<file path="src/rtl/nine_bit_packet_deframer_assert.svh">
// ---------------------------------------------------------------------------
// Nine-bit packet deframer assertion macros
// Shared concurrent assertion forms, sampled on clock and disabled in reset.
// ---------------------------------------------------------------------------
`ifndef NINE_BIT_PACKET_DEFRAMER_ASSERT_SVH
`define NINE_BIT_PACKET_DEFRAMER_ASSERT_SVH

// The consequent must hold in the same cycle as the antecedent.
`define NPD_ASSERT_SAME(label, ante, cons) \
   label: assert property (@(posedge clock) disable iff (reset) (ante) |-> (cons)) \
      else $error("deframer assertion failed");

// The consequent must hold in the cycle after the antecedent.
`define NPD_ASSERT_NEXT(label, ante, cons) \
   label: assert property (@(posedge clock) disable iff (reset) (ante) |=> (cons)) \
      else $error("deframer assertion failed");

`endif

</file>
<file path="src/rtl/npd_pkg.sv">
// ---------------------------------------------------------------------------
// Nine-bit packet deframer package
// Phase and event codes, and the state and result records of the deframer.
// ---------------------------------------------------------------------------
package npd_pkg;

   localparam logic [2:0] PH_HUNT    = 3'd0;
   localparam logic [2:0] PH_ADDR_LO = 3'd1;
   localparam logic [2:0] PH_LEN_HI  = 3'd2;
   localparam logic [2:0] PH_LEN_LO  = 3'd3;
   localparam logic [2:0] PH_DATA    = 3'd4;
   localparam logic [2:0] PH_CRC_HI  = 3'd5;
   localparam logic [2:0] PH_CRC_LO  = 3'd6;

   localparam logic [1:0] EV_DATA  = 2'd0;
   localparam logic [1:0] EV_DONE  = 2'd1;
   localparam logic [1:0] EV_ABORT = 2'd2;

   typedef struct packed {
      logic        mark_flag;
      logic [7:0]  rx_byte;
   } npd_item_type;

   typedef struct packed {
      logic [2:0]  phase;
      logic [7:0]  address_high;
      logic [15:0] length_count;
      logic [15:0] bytes_seen;
      logic [7:0]  crc_high;
   } npd_state_type;

   typedef struct packed {
      logic [1:0]  event_kind;
      logic [7:0]  data_byte;
      logic [15:0] byte_index;
      logic [15:0] frame_length;
      logic [15:0] received_crc;
   } npd_result_type;

endpackage

</file>
<file path="src/rtl/npd_channels.sv">
// ---------------------------------------------------------------------------
// Nine-bit packet deframer channels
// Valid/ready channels for received characters and for deframer results.
// ---------------------------------------------------------------------------
interface npd_req_if;
   logic       valid;
   logic       ready;
   logic       mark_flag;
   logic [7:0] rx_byte;

   modport source (output valid, output mark_flag, output rx_byte, input ready);
   modport sink (input valid, input mark_flag, input rx_byte, output ready);
endinterface

interface npd_rsp_if;
   logic        valid;
   logic        ready;
   logic [1:0]  event_kind;
   logic [7:0]  data_byte;
   logic [15:0] byte_index;
   logic [15:0] frame_length;
   logic [15:0] received_crc;

   modport source (output valid, output event_kind, output data_byte, output byte_index,
                   output frame_length, output received_crc, input ready);
   modport sink (input valid, input event_kind, input data_byte, input byte_index,
                 input frame_length, input received_crc, output ready);
endinterface

</file>
<file path="src/rtl/nine_bit_packet_deframer.sv">
// ---------------------------------------------------------------------------
// Nine-bit packet deframer
// An accepted character is held in the input register, and its result in the result register, before it is on rsp.
// Throughput: one character per cycle while rsp takes results; the phase update is one register step.
// Reset clears the phase to hunting, the counters, both valids and own_address.
// ---------------------------------------------------------------------------
`include "nine_bit_packet_deframer_assert.svh"

module nine_bit_packet_deframer
   import npd_pkg::*;
(
   input  logic          clock,
   input  logic          reset,
   npd_req_if.sink       req_ch,
   npd_rsp_if.source     rsp_ch,
   input  logic          csr_write_en,
   input  logic [15:0]   csr_write_data
);

   logic           in_valid_ff, in_valid_in;
   npd_item_type   in_item_ff, in_item_in;
   npd_state_type  state_ff, state_in;
   logic           rsp_valid_ff, rsp_valid_in;
   npd_result_type rsp_data_ff, rsp_data_in;
   logic [15:0]    own_address_ff, own_address_in;

   npd_state_type  state_nxt;
   logic           result_valid;
   npd_result_type result;
   logic           advance;
   logic           req_take;

   npd_core u_core (
      .state_cur    (state_ff),
      .item         (in_item_ff),
      .own_address  (own_address_ff),
      .state_nxt    (state_nxt),
      .result_valid (result_valid),
      .result       (result)
   );

   // The input register moves on whenever the result register can take its outcome.
   assign advance      = !rsp_valid_ff || rsp_ch.ready;
   assign req_ch.ready = !in_valid_ff || advance;
   assign req_take     = req_ch.valid && req_ch.ready;

   always_comb begin
      in_valid_in    = req_ch.ready ? req_ch.valid : in_valid_ff;
      in_item_in     = req_take ? {req_ch.mark_flag, req_ch.rx_byte} : in_item_ff;
      state_in       = (advance && in_valid_ff) ? state_nxt : state_ff;
      rsp_valid_in   = advance ? (in_valid_ff && result_valid) : rsp_valid_ff;
      rsp_data_in    = (advance && in_valid_ff) ? result : rsp_data_ff;
      own_address_in = csr_write_en ? csr_write_data : own_address_ff;
   end

   always_ff @(posedge clock) begin
      if (reset) begin
         in_valid_ff    <= 1'b0;
         state_ff       <= '0;
         rsp_valid_ff   <= 1'b0;
         own_address_ff <= '0;
      end else begin
         in_valid_ff    <= in_valid_in;
         state_ff       <= state_in;
         rsp_valid_ff   <= rsp_valid_in;
         own_address_ff <= own_address_in;
      end
   end

   always_ff @(posedge clock) begin
      in_item_ff  <= in_item_in;
      rsp_data_ff <= rsp_data_in;
   end

   assign rsp_ch.valid        = rsp_valid_ff;
   assign rsp_ch.event_kind   = rsp_data_ff.event_kind;
   assign rsp_ch.data_byte    = rsp_data_ff.data_byte;
   assign rsp_ch.byte_index   = rsp_data_ff.byte_index;
   assign rsp_ch.frame_length = rsp_data_ff.frame_length;
   assign rsp_ch.received_crc = rsp_data_ff.received_crc;

   `NPD_ASSERT_SAME(a_data_index_in_range,
      rsp_valid_ff && (rsp_data_ff.event_kind == EV_DATA),
      rsp_data_ff.byte_index < rsp_data_ff.frame_length)
   `NPD_ASSERT_SAME(a_done_index_is_length,
      rsp_valid_ff && (rsp_data_ff.event_kind == EV_DONE),
      rsp_data_ff.byte_index == rsp_data_ff.frame_length)
   `NPD_ASSERT_SAME(a_payload_count_below_length,
      state_ff.phase == PH_DATA,
      state_ff.bytes_seen < state_ff.length_count)
   `NPD_ASSERT_NEXT(a_stalled_item_held,
      in_valid_ff && !advance,
      in_valid_ff && $stable(in_item_ff))
   `NPD_ASSERT_NEXT(a_abort_resumes_hunt,
      in_valid_ff && advance && result_valid && (result.event_kind == EV_ABORT),
      state_ff.phase == PH_HUNT)

endmodule

</file>
<file path="src/rtl/npd_core.sv">
// ---------------------------------------------------------------------------
// Nine-bit packet deframer phase logic
// Next state and optional result for one received character.
// ---------------------------------------------------------------------------
module npd_core
   import npd_pkg::*;
(
   input  npd_state_type  state_cur,
   input  npd_item_type   item,
   input  logic [15:0]    own_address,
   output npd_state_type  state_nxt,
   output logic           result_valid,
   output npd_result_type result
);

   logic        mark;
   logic [7:0]  b;
   logic [15:0] seen_inc;
   logic [15:0] length_new;

   assign mark       = item.mark_flag;
   assign b          = item.rx_byte;
   assign seen_inc   = state_cur.bytes_seen + 16'd1;
   assign length_new = {state_cur.length_count[15:8], b};

   always_comb begin
      state_nxt    = state_cur;
      result_valid = 1'b0;
      result       = '0;
      // Once the address matched, a marked character aborts the frame.
      if (mark && (state_cur.phase inside {[PH_LEN_HI:PH_CRC_LO]})) begin
         result_valid      = 1'b1;
         result.event_kind = EV_ABORT;
         if (state_cur.phase inside {[PH_DATA:PH_CRC_LO]}) begin
            result.byte_index   = state_cur.bytes_seen;
            result.frame_length = state_cur.length_count;
         end
         state_nxt.phase = PH_HUNT;
      end else begin
         case (state_cur.phase)
            PH_ADDR_LO: begin
               if (mark && ({state_cur.address_high, b} == own_address)) begin
                  state_nxt.phase = PH_LEN_HI;
               end else begin
                  state_nxt.phase = PH_HUNT;
               end
            end
            PH_LEN_HI: begin
               state_nxt.length_count = {b, 8'h00};
               state_nxt.phase        = PH_LEN_LO;
            end
            PH_LEN_LO: begin
               state_nxt.length_count = length_new;
               state_nxt.bytes_seen   = '0;
               state_nxt.phase        = (length_new == 16'd0) ? PH_CRC_HI : PH_DATA;
            end
            PH_DATA: begin
               result_valid         = 1'b1;
               result.event_kind    = EV_DATA;
               result.data_byte     = b;
               result.byte_index    = state_cur.bytes_seen;
               result.frame_length  = state_cur.length_count;
               state_nxt.bytes_seen = seen_inc;
               if (seen_inc == state_cur.length_count) begin
                  state_nxt.phase = PH_CRC_HI;
               end
            end
            PH_CRC_HI: begin
               state_nxt.crc_high = b;
               state_nxt.phase    = PH_CRC_LO;
            end
            PH_CRC_LO: begin
               result_valid        = 1'b1;
               result.event_kind   = EV_DONE;
               result.byte_index   = state_cur.length_count;
               result.frame_length = state_cur.length_count;
               result.received_crc = {state_cur.crc_high, b};
               state_nxt.phase     = PH_HUNT;
            end
            default: begin
               // Hunting, and the unused phase code, look for the address high byte.
               if (mark) begin
                  state_nxt.address_high = b;
                  state_nxt.phase        = PH_ADDR_LO;
               end else begin
                  state_nxt.phase = PH_HUNT;
               end
            end
         endcase
      end
   end

endmodule
</file>
<file path="src/flat_wrapper.sv">
// flat-port wrapper written by rule: the top's interface ports become plain ports
module nine_bit_packet_deframer_flat import npd_pkg::*;
  (clock, reset, csr_write_en, csr_write_data, req_ch_valid, req_ch_mark_flag, req_ch_rx_byte, req_ch_ready, rsp_ch_valid, rsp_ch_event_kind, rsp_ch_data_byte, rsp_ch_byte_index, rsp_ch_frame_length, rsp_ch_received_crc, rsp_ch_ready);
  npd_req_if req_ch_i ();
  npd_rsp_if rsp_ch_i ();
  input  logic clock;
  input  logic reset;
  input  logic csr_write_en;
  input  logic [15:0] csr_write_data;
  input wire logic [$bits(req_ch_i.valid)-1:0] req_ch_valid;
  input wire logic [$bits(req_ch_i.mark_flag)-1:0] req_ch_mark_flag;
  input wire logic [$bits(req_ch_i.rx_byte)-1:0] req_ch_rx_byte;
  output wire logic [$bits(req_ch_i.ready)-1:0] req_ch_ready;
  output wire logic [$bits(rsp_ch_i.valid)-1:0] rsp_ch_valid;
  output wire logic [$bits(rsp_ch_i.event_kind)-1:0] rsp_ch_event_kind;
  output wire logic [$bits(rsp_ch_i.data_byte)-1:0] rsp_ch_data_byte;
  output wire logic [$bits(rsp_ch_i.byte_index)-1:0] rsp_ch_byte_index;
  output wire logic [$bits(rsp_ch_i.frame_length)-1:0] rsp_ch_frame_length;
  output wire logic [$bits(rsp_ch_i.received_crc)-1:0] rsp_ch_received_crc;
  input wire logic [$bits(rsp_ch_i.ready)-1:0] rsp_ch_ready;
  assign req_ch_i.valid = req_ch_valid;
  assign req_ch_i.mark_flag = req_ch_mark_flag;
  assign req_ch_i.rx_byte = req_ch_rx_byte;
  assign req_ch_ready = req_ch_i.ready;
  assign rsp_ch_valid = rsp_ch_i.valid;
  assign rsp_ch_event_kind = rsp_ch_i.event_kind;
  assign rsp_ch_data_byte = rsp_ch_i.data_byte;
  assign rsp_ch_byte_index = rsp_ch_i.byte_index;
  assign rsp_ch_frame_length = rsp_ch_i.frame_length;
  assign rsp_ch_received_crc = rsp_ch_i.received_crc;
  assign rsp_ch_i.ready = rsp_ch_ready;
  nine_bit_packet_deframer u_core (.clock(clock), .reset(reset), .req_ch(req_ch_i), .rsp_ch(rsp_ch_i), .csr_write_en(csr_write_en), .csr_write_data(csr_write_data));
endmodule
</file>
<file path="config.mk">
export PLATFORM = sky130hd
export DESIGN_NAME = nine_bit_packet_deframer_flat
export DESIGN_NICKNAME = d
export VERILOG_FILES = /design/src/rtl/npd_pkg.sv /design/src/rtl/npd_channels.sv /design/src/rtl/nine_bit_packet_deframer.sv /design/src/rtl/npd_core.sv /design/src/flat_wrapper.sv
export VERILOG_INCLUDE_DIRS = /design/src /design/src/rtl
export SDC_FILE = /design/constraint.sdc
export NUM_CORES = 1
export LEC_CHECK = 0
export ABC_AREA = 1
export BUFFER_PORTS_ARGS = -buffer_cell sky130_fd_sc_hd__buf_4
export CAP_MARGIN = 20
export CELL_PAD_IN_SITES_DETAIL_PLACEMENT = 0
export CELL_PAD_IN_SITES_GLOBAL_PLACEMENT = 2
export CORE_AREA = 2 2 135 137
export CTS_CLUSTER_SIZE = 28
export DETAILED_ROUTE_END_ITERATION = 8
export DIE_AREA = 0 0 137 139
export GPL_ROUTABILITY_DRIVEN = 0
export PLACE_DENSITY_LB_ADDON = 0.1
export SYNTH_ARGS = -nofsm -noshare
export SYNTH_HDL_FRONTEND = slang
export SYNTH_SLANG_ARGS = --single-unit
</file>
<file path="constraint.sdc">
create_clock -name clock -period 3.1 [get_ports clock]
set_input_delay 0.31 -clock clock [delete_from_list [all_inputs] [get_ports clock]]
set_output_delay 0.31 -clock clock [all_outputs]
set_load 0.02 [all_outputs]
</file>
[Word level (Yosys, flattened, before mapping)]
Cells that the tools add are included.
Storage, ports and cells
  logic and storage cells: 72
  bits in registers: 136
  bits of input ports: 30
  output and inout port bits: 60
Operators by class
  multiplexer cells: 14
  $add $sub $neg: 1
  bitwise logic cells: 5
  reduce and logical (&&, ||, !) cells: 24
  order comparisons: 3
  equal/unequal tests: 9
Operators with widths (count)
  $mux 32: 2
  $pmux 16 s2: 2
  $pmux 32 s2: 1
  $eq 16x16->1: 2
  $pmux 3 s6: 1
  $add 16x1->16 const B: 1
  $logic_not 16->1: 1
  $eq 3x3->1 const B: 3
  $reduce_and 3->1: 3
  $reduce_and 4->1: 2
  $logic_and 1x1->1: 7
  $eq 3x2->1 const B: 2
  $mux 3: 2
  $reduce_or 2->1: 3
  $reduce_or 6->1: 1
  $mux 1: 5
  $not 1->1: 5
  $reduce_bool 2->1: 2
  $eq 3x1->1 const B: 1
  $ge 3x2->1 const B: 1
  $ge 3x3->1 const B: 1
  $le 3x3->1 const B: 1
  $ne 3x3->1 const B: 1
  $logic_not 1->1: 2
  other kinds (3): 4

[Longest topological paths before layout]
Gate-level depths: netlist of the first run.
  word-level depth: 5
  depth in mapped cells: 16
  depth with buffers taken out: 16

[Modules after synthesis]
A second synthesis of the first run with hierarchy kept.
Second synthesis, totals
  cell total of the unflattened synthesis: 973
  area total of the unflattened synthesis: 7234.4 sq um
By module, submodules not included
  nine_bit_packet_deframer: area an instance 4931.0 sq um, times used 1, cells each 486, seq. area each 3393.3 sq um
  npd_core: area an instance 2303.5 sq um, times used 1, cells each 487, seq. area each 0.0 sq um

[Worst setup path before layout of the first run]
Ideal clock, no wire load.
  path type: flip-flop to flip-flop
  start point: register u_core.rsp_valid_ff (netlist: u_core.rsp_ch.valid)
  end point: register u_core.state_ff[14] (netlist name)
  required time: 3.030 ns
  stages on the path, launching flop included: 13
  slack: 0.340 ns
  setup time: 0.070 ns
  data arrival time: 2.690 ns
  period minus slack after synthesis: 2.760 ns
  path buffers: 1
  path through: dfxtp_1 > inv_1 > nor2_1 > inv_1 > nand2_1 > inv_1 > nand2_2 > inv_2 > o21ai_4 > inv_4 > buf_4 > nand3_1 > a21oi_1
On the way
  cells in the longest elaborated chain, start to end: 4
RTL lines
  start: declaration: line nine_bit_packet_deframer.sv:23  | logic rsp_valid_ff, rsp_valid_in;
  start signal: assignment: line nine_bit_packet_deframer.sv:65  | rsp_valid_ff <= rsp_valid_in;
  $logic_not 1->1: line nine_bit_packet_deframer.sv:43  | assign advance = !rsp_valid_ff || rsp_ch.ready;
  $logic_or 1x1->1: line nine_bit_packet_deframer.sv:43
  $logic_and 1x1->1: line nine_bit_packet_deframer.sv:50  | state_in = (advance && in_valid_ff) ? state_nxt : state_ff;
  $reduce_and 3->1 (no line)
  end signal: assignment: line nine_bit_packet_deframer.sv:64  | state_ff <= state_in;
  end: declaration: line nine_bit_packet_deframer.sv:22  | npd_state_type state_ff, state_in;
Every way passes these cells.
A chain may end at the register's enable or synchronous reset.

[Worst setup path in the final report of the first run]
  start point: register u_core.rsp_valid_ff (netlist: u_core.rsp_ch.valid)
  end point: register u_core.state_ff[5] (netlist name)
The elaborated chain is that of the path after synthesis.

==> results.toml, run 1 <==
[die]
dieArea_um2 = 19000
dieHeight_um = 139
die_x_um = 137
pin_count = 90
rows = 49
core_um2 = 17700
initial_core_util_pct = 33.5

[cts]
cts_tree = "built"
holdBufCountCts = 0
htreeDepth = 4
cts_inserted_buffers = 17
ctsResizeCount = 0
cts_buffer_depth = 2
post-cts-setup-buffers = 0
clk_latency_ns = 0.43
cts_sinks = 136
path_clk_slew_ns = 0.07
cts_root_buf = "clkbuf_16"

[synth]
synth.avg_cell_area_um2 = 8.78
syn_inst = 674
synth_cell_types = 35
synth_warnings = 0
synth.most_common_cell = "nand2_1"
synthTopCellsByArea = "edfxtp_1 34%, dfxtp_1 23%, nand2_1 7.2%"
yosysTopAreaCell = "edfxtp_1"
synth_area_um2 = 5920
syn_nets = 705
synth_top_area_share_pct = 34.0
synth_top_flop_cell = "dfxtp_1"
synth_common_cells = "114 x nand2_1, 95 x nor2_1, 78 x inv_1"
synth_edf_count = 67
ys_seq_elements = 136
ys_async_sr_fraction_pct = 0
yosysSeqAreaShare_pct = 57.3

[worst_setup_path]
rr_worst_depth = 9
rrSetupSlack_ns = 0.80
path_class = "flip-flop to flip-flop"
required_ns = 3.45
cp-end-kind = "flip-flop"
arrival_ns = 2.65
critPathLaunchType = "flip-flop"
critPathMaxFanout = 22
timing.rr.end = "u_core.state_ff[5]"
reg2reg_from = "u_core.rsp_ch.valid"

[power]
power_frac_clock_pct = 49.9
pwr_density_cell_nw_per_um2 = 581
p_seq_share_pct = 45.4
p_comb_share_pct = 4.8
ir_drop_mv = 0.378
p_leak_uw = 0.00286
p_switching_uw = 1020
internal_power_uw = 3310
swShare_pct = 23.6

[sta]
finalSetupViolations = 0
finalClockSkew_ns = 0.0101
worst_hold_slack_ns = 0.0569
slew_violations = 0
period_share_pct = 74.1
clock.fmax_mhz = 435
tns_ns = 0
worst_slew_pin_slew_ns = 0.942
fin_crit_ns = 2.30
slew_headroom_pct = 37.2
rsz0062_at_grt = "no"
hold_viol_final = 0

[job]
drv_cap = 0

[drt]
num_vias = 4958
drt_wl_total_mm = 17.0
vias_per_cell = 4.92
drt-pass1-iter-count = 5
ant_nets = 0
initialDrtViolationCount = 355
wire_per_inst_um = 16.9
drc = 0

[min_path]
hold-path-cell-count = 1
worstHoldStart = "req_ch_rx_byte[7]"
hold_path_end = "u_core.in_item_ff[7]"
hold_class = "primary input to flip-flop"

[finish]
design_area_um2 = 7450
drive_above_1_share_pct = 18.5
nNetsFinal = 797
fin_util_pct = 42.2
n_antenna_cell = 0
syn2layout_area_growth_pct = 25.8

[place]
hpwl_mm = 11.9
io_buffers = 89
placed_area_um2 = 6820

[global_routing]
antenna_found_initial = 0
grt_remaining_overflow = 0
grt_pass1_vias = 4857
grt_start_max_net_pins = 42
grt_pass1_wl_mm = 26.7
track_usage_pct = 18.7

[outcome]
status = "completed"
[metal layers]
metal / global-route usage, % / wire, µm / vias to the layer above
met5: 0 / 0 / -
met4: 6.78 / 283 / 0
met3: 3.47 / 696 / 24
met2: 27.7 / 7530 / 128
met1: 27.2 / 8500 / 2331
li1: - / - / 2475
[critical path, cell delays in order (launching register included)]
cell     delay [ns]
dfxtp_1        0.31
inv_1          0.06
nor2_1         0.05
inv_1          0.06
nand2_1        0.06
inv_2          0.42
nand2_2        0.20
nor2_1         0.73
o21ai_0        0.19
a21oi_1        0.15
[cell type report]
type                            instances  area, µm²
Fill cell                            1807      10200
Sequential cell                       136       3390
Multi-Input combinational cell        430       2110
Timing Repair Buffer                   94        706
Clock buffer                           17        425
Inverter                               87        329
Tap cell                              229        287
Clock inverter                         15        199
[worst max-delay path by stage]
stage | startpoint | depth (start not counted) | to | slack [ns]
after floorplan | u_core.rsp_ch.valid | 12 | u_core.state_ff[14] | 0.34
final | u_core.rsp_ch.valid | 9 | u_core.state_ff[5] | 0.80
after global placement | rsp_ch_ready | 9 | u_core.state_ff[0] | 0.93
after global routing | u_core.rsp_ch.valid | 9 | u_core.state_ff[4] | 0.48
after detailed placement | rsp_ch_ready | 9 | u_core.state_ff[4] | 0.81
after CTS | u_core.rsp_ch.valid | 9 | u_core.state_ff[4] | 0.84
[kinds of logic (layout without fill, tap and decap cells)]
logic type,count (synthesis),in the layout,synth area share (%)
and+or+nand+nor,277,277,19.4
DFF,136,136,57.3
AOI/OAI and AO/OA,142,142,14.0
buffers and inverters,108,213,7.14
xor gates and xnor gates,10,10,1.94
adders and majority gates,1,1,0.211
[sequential cells by signal, indices dropped and copies added, names as in the netlist]
name / flops
u_core.rsp_ch.data_byte: 8
u_core.rsp_ch.byte_index: 16
u_core.rsp_ch.received_crc: 16
u_core.rsp_ch.frame_length: 16
u_core.rsp_ch.event_kind: 2
u_core.own_address_ff: 16
u_core.in_item_ff: 9
u_core.in_valid_ff: 1
u_core.rsp_ch.valid: 1
u_core.state_ff: 51
[cells in the final DEF, fill, tap and decap left out, drive strengths merged, types with 3 or more instances in the layout]
| cell | instances |
|---|---|
| nor3 | 3 |
| dfxtp | 69 |
| o32ai | 16 |
| buf | 94 |
| nor2 | 99 |
| a211oi | 5 |
| xor2 | 5 |
| a21oi | 59 |
| nand4 | 8 |
| nand3 | 48 |
| a31oi | 3 |
| clkbuf | 17 |
| inv | 96 |
| o21ai | 50 |
| edfxtp | 67 |
| xnor2 | 3 |
| bufinv | 3 |
| nand2 | 116 |
| o22ai | 5 |
[power by group through the flow]
stage	Clock [µW]	Sequential, µW	Combinational (µW)
after floorplan	0	2020	90.4
after global placement	0	2000	205
after detailed placement	0	2000	207
after CTS	2200	1970	208
after global routing	2280	1970	227
final	2160	1960	206
[stage by stage]
step | total power [µW] | std cells | worst slack, ns
final | 4330 | 1008 | 0.802
after global routing | 4470 | 1008 | 0.476
after CTS | 4380 | 1008 | 0.837
after detailed placement | 2210 | 976 | 0.811
after global placement | 2210 | 976 | 0.927
after floorplan | 2110 | 674 | 0.340
Note: power is estimated with default switching activity, not from simulation.
==> run 2: changes to the inputs <==
clock period = 2.3 ns   (was 3.1 ns; I/O delays follow)
==> run 2 against run 1 <==
  * Final cell count is 2.5% higher
  * Die area stayed put
  * Power is 30% higher
  * Clock skew is 0.0038 ns higher
  * Flip-flop and latch count stayed put
  * Global-route usage is 0.094 points lower
  * Largest power group unchanged
==> results.toml, run 2 (synthesis gave the netlist of run 1 again) <==
[drt]
vias_per_cell = 4.83
drc = 0
wire_per_inst_um = 16.4
drt-pass1-iter-count = 5
wl_met2_mm = 7.48
drt_wl_total_mm = 17.0
dr_wl_met3_um = 909
wl_met1_mm = 8.36
initialDrtViolationCount = 333
topRoutingLayerUsed = "met4"
num_vias = 4993
ant_nets = 0

[power]
p_leak_uw = 0.00295
pwr_density_cell_nw_per_um2 = 732
ir_drop_mv = 0.521

[sta]
slew_headroom_pct = 53.8
finalClockSkew_ns = 0.0139
period_share_pct = 93.3
worst_hold_slack_ns = 0.0166
rsz0062_at_grt = "no"
finalSetupViolations = 0
hold_viol_final = 0
clock.fmax_mhz = 466
setup_slack_ns = 0.154
fin_crit_ns = 2.15
worst_slew_pin_slew_ns = 0.690
slew_violations = 0

[worst_setup_path]
required_ns = 2.60
cp-end-kind = "flip-flop"
rrSetupSlack_ns = 0.15
rr_worst_depth = 8
crit_chain = "inv_2 > nor2_2 > nand2_1 > clkinv_1 > o21ai_4 > inv_4 > o21ai_0 > a21oi_1"
timing.rr.end = "u_core.state_ff[15]"
critPathLaunchType = "flip-flop"
crit_slowest_cell = "o21ai_4"
max_stage_delay_ns = 0.64
path_class = "flip-flop to flip-flop"
reg2reg_from = "u_core.state_ff[49]"
critPathMaxFanout = 17
arrival_ns = 2.45

[finish]
syn2layout_area_growth_pct = 30.2
drive_above_1_share_pct = 22.1
nNetsFinal = 822
final_common_cell = "nand2_1"
top_register = "u_core.state_ff"
largest_reg_flops = 51
n_antenna_cell = 0
most-common-layout-cells = "111 x nand2_1, 110 x buf_4, 91 x nor2_1"

[cts]
cts_inserted_buffers = 17
cts_buffer_depth = 2
cts_sinks = 136
htreeDepth = 4
path_clk_slew_ns = 0.06
clk_latency_ns = 0.43
cts_root_buf = "clkbuf_16"
cts_tree = "built"

[global_routing]
grt_start_max_net_pins = 45
grt_pass1_wl_mm = 26.6
grt_pass1_vias = 4871
grt_remaining_overflow = 0
antenna_found_initial = 0
track_usage_pct = 18.6

[die]
rows = 49
dieArea_um2 = 19000
initial_core_util_pct = 33.5
pin_count = 90
dieHeight_um = 139
die_x_um = 137
core_um2 = 17700

[min_path]
worstHoldStart = "csr_write_data[4]"
hold_class = "primary input to flip-flop"
hold-path-cell-count = 3
hold_path_end = "u_core.own_address_ff[4]"

[job]
drv_cap = 0

[place]
hpwl_mm = 11.9
dp_slack_ns = 0.0710
io_buffers = 89

[outcome]
status = "completed"
## run 2: how the worst max path moves through the flow
stage	depth (start not counted)	to	startpoint
4_1_cts	14	u_core.state_ff[50]	u_core.state_ff[8]
6_report	8	u_core.state_ff[15]	u_core.state_ff[49]
5_1_grt	8	u_core.state_ff[15]	u_core.state_ff[49]
3_3_place_gp	8	u_core.state_ff[15]	u_core.state_ff[49]
2_1_floorplan	12	u_core.state_ff[17]	u_core.rsp_ch.valid
3_5_place_dp	14	u_core.state_ff[48]	u_core.state_ff[8]
## run 2: critical path: cells and delay by family, from the launching register on
kind / cells / cell delay (ns)
flip-flops: 1 / 0.36
AO/OA/AOI/OAI: 3 / 0.90
AND/OR/NAND/NOR: 2 / 0.17
buffers and inverters: 3 / 0.59
## run 2: layer usage
metal  vias up  global-route usage, %
li1       2521                      -
met1      2317                   27.1
met2       141                   27.1
met3        14                   4.24
met4         0                   6.08
met5         -                      0
## run 2: cell type report
class	instances	area (µm²)
inverter	87	338
tap	229	287
clock buffer	17	425
fill	1773	9950
timing repair buffer	119	916
sequential	136	3400
clock inverter	15	155
multi-input combinational	430	2180
## run 2: repair_timing
action / in CTS / in global routing
endpoints found under the setup margin: 0 / 3
buffers inserted: 0 / 1
hold buffers: 9 / 0
hold endpoints to repair: 9 / 0
resized for setup: 0 / 12
## run 2: metrics by stage
step | instances | instance area (µm²) | TNS, ns | power, µW | util (%)
2_1_floorplan | 674 | 5990 | -0.320 | 2840 | -
3_3_place_gp | 991 | 6990 | 0 | 2990 | 39.6
3_5_place_dp | 991 | 6990 | 0 | 3000 | 39.6
4_1_cts | 1032 | 7660 | 0 | 5710 | 43.4
5_1_grt | 1033 | 7710 | 0 | 5840 | 43.7
6_report | 1033 | 7710 | 0 | 5640 | 43.7
## run 2: power by group
| group | switching [µW] | internal (µW) | total, µW |
|---|---|---|---|
| sequential | 36.7 | 2600 | 2640 |
| combinational | 187 | 129 | 315 |
| clock | 1160 | 1530 | 2690 |
| total | 1390 | 4260 | 5640 |
==> run 3: changes to the inputs <==
clock period = 2.1 ns   (was 2.3 ns; I/O delays follow)
==> run 3 against run 2 <==
  * Die area stayed put
  * Final area is 3.5% higher
  * First-iteration DRC count is 19% lower
  * Non-clock buffer count is 24 higher
  * Clock power is 12% higher
  * Highest routed layer unchanged
  * Largest cell class unchanged
  * Routed wire length is 1.5% higher
  * Combinational power is 15% higher
  * Critical endpoint is now u_core.state_ff[48]
==> results.toml, run 3 (synthesis gave the netlist of run 1 again) <==
[worst_setup_path]
crit_path_frequent_cell = "nand2_1"
crit_slowest_cell = "dfxtp_4"
arrival_ns = 2.27
max_stage_delay_ns = 0.36
path_class = "flip-flop to flip-flop"
critPathBufInv = 1
critPathMaxFanout = 3
cp-end-kind = "flip-flop"
required_ns = 2.40
crit_start = "u_core.state_ff[9]"
critPathLaunchType = "flip-flop"
reg2reg_from = "u_core.state_ff[9]"
timing.rr.end = "u_core.state_ff[48]"
critical_path.endpoint = "u_core.state_ff[48]"
crit_chain = "ha_4 > nand2_4 > buf_6 > nand2_1 > nand2_1 > nand2_1 > nor2_1 > nand3_1 > nor2_2 > nand2_1 > nor2_1 > nand3_1 > nand2_2 > nand2_2 > nand2_1 > a21oi_2"
rrSetupSlack_ns = 0.12
critical-path-top-delay-family = "simple AND/OR/NAND/NOR gates"
crit_cells = 16
rr_worst_depth = 16

[finish]
most-common-layout-cells = "126 x buf_4, 110 x nand2_1, 88 x nor2_1"
syn2layout_area_growth_pct = 34.7
nNetsFinal = 846
design_area_um2 = 7970
n_antenna_cell = 0
top_register = "u_core.state_ff"
final_common_cell = "buf_4"
stdcell_count = 1057
largest_reg_flops = 51
drive_above_1_share_pct = 25.2

[place]
dp_slack_ns = -0.00884
placed_cells = 1005
hpwl_mm = 12.2
io_buffers = 89
placed_area_um2 = 7100

[min_path]
hold_class = "primary input to flip-flop"

[outcome]
status = "completed"

[sta]
worst_hold_slack_ns = 0.0113
finalSetupViolations = 0
rsz0062_at_grt = "yes"
worst_slew_pin_slew_ns = 0.583
finalClockSkew_ns = 0.0101
clock.fmax_mhz = 506
hold_viol_final = 0
slew_headroom_pct = 61.1
slew_violations = 0
period_share_pct = 94.1
fin_crit_ns = 1.98
setup_slack_ns = 0.125

[die]
dieArea_um2 = 19000
die_x_um = 137
dieHeight_um = 139
pin_count = 90
initial_core_util_pct = 33.5
core_um2 = 17700
rows = 49

[cts]
cts_buffer_depth = 2
cts_sinks = 136
cts_tree = "built"
clk_latency_ns = 0.42
path_clk_slew_ns = 0.06
cts_root_buf = "clkbuf_16"
htreeDepth = 4
cts_inserted_buffers = 17

[drt]
wire_per_inst_um = 16.3
drt_wl_total_mm = 17.2
vias_per_cell = 4.84
initialDrtViolationCount = 270
drc = 0
ant_nets = 0
drt-pass1-iter-count = 4
num_vias = 5117

[global_routing]
grt_pass1_wl_mm = 26.9
grt_remaining_overflow = 0
track_usage_pct = 18.8
grt_start_max_net_pins = 45
antenna_found_initial = 0
grt_pass1_vias = 4744

[power]
p_leak_uw = 0.00309
power_uw = 6240
pwr_density_cell_nw_per_um2 = 783
ir_drop_mv = 0.591

[job]
drv_cap = 0
## run 3: cell count changes in the layout (fill, tap and decap cells not counted), moves of 3 or more
cell	previous run	this run
buf_4	110	126
dlygate4sd3_1	9	16
dfxtp_1	66	63
inv_8	4	1
nor2_1	91	88
## run 3: layout make-up
type	count	area, µm²
fill	1758	9680
sequential	136	3410
multi-input combinational	430	2230
timing repair buffer	143	1120
clock buffer	18	429
inverter	87	338
tap	229	287
clock inverter	14	163
## run 3: worst min-delay path by stage
stage                             from                         to  cells after the start
global route         csr_write_data[7]   u_core.own_address_ff[7]                      3
detailed placement   req_ch_rx_byte[7]       u_core.in_item_ff[7]                      1
global placement     req_ch_rx_byte[5]       u_core.in_item_ff[5]                      1
CTS                 csr_write_data[12]  u_core.own_address_ff[12]                      3
finish               csr_write_data[7]   u_core.own_address_ff[7]                      3
floorplan            req_ch_rx_byte[0]       u_core.in_item_ff[0]                      0
## run 3: stage by stage
step           utilization, %  TNS, ns
2_1_floorplan               -    -6.65
3_3_place_gp             40.2        0
3_5_place_dp             40.2  -0.0136
4_1_cts                  44.5        0
5_1_grt                  45.2  -0.0670
6_report                 45.2        0
## run 3: metal layers
| layer | wire, µm | share of wire (%) | global-route usage [%] |
|---|---|---|---|
| met5 | 0 | 0 | 0 |
| met4 | 238 | 1.4 | 6.13 |
| met3 | 649 | 3.8 | 3.55 |
| met2 | 7740 | 45 | 27.7 |
| met1 | 8610 | 50 | 27.7 |
## run 3: worst min-delay path, stage by stage
cell and delay (ns):
buf_4 0.08, nor2_1 0.03, nor2_1 0.08
## run 3: repair_timing
action | 4_1_cts | 5_1_grt
gates resized for setup | 1 | 27
hold endpoints to repair | 16 | 0
hold buffers | 16 | 0
pin swaps | 0 | 10
setup buffers | 0 | 4
endpoints found under the setup margin | 3 | 26
## run 3: power breakdown
| part | switching (µW) | total (µW) | internal, µW |
|---|---|---|---|
| registers | 41.3 | 2890 | 2850 |
| logic | 210 | 363 | 153 |
| clock network | 1220 | 3000 | 1780 |
| total | 1470 | 6240 | 4780 |
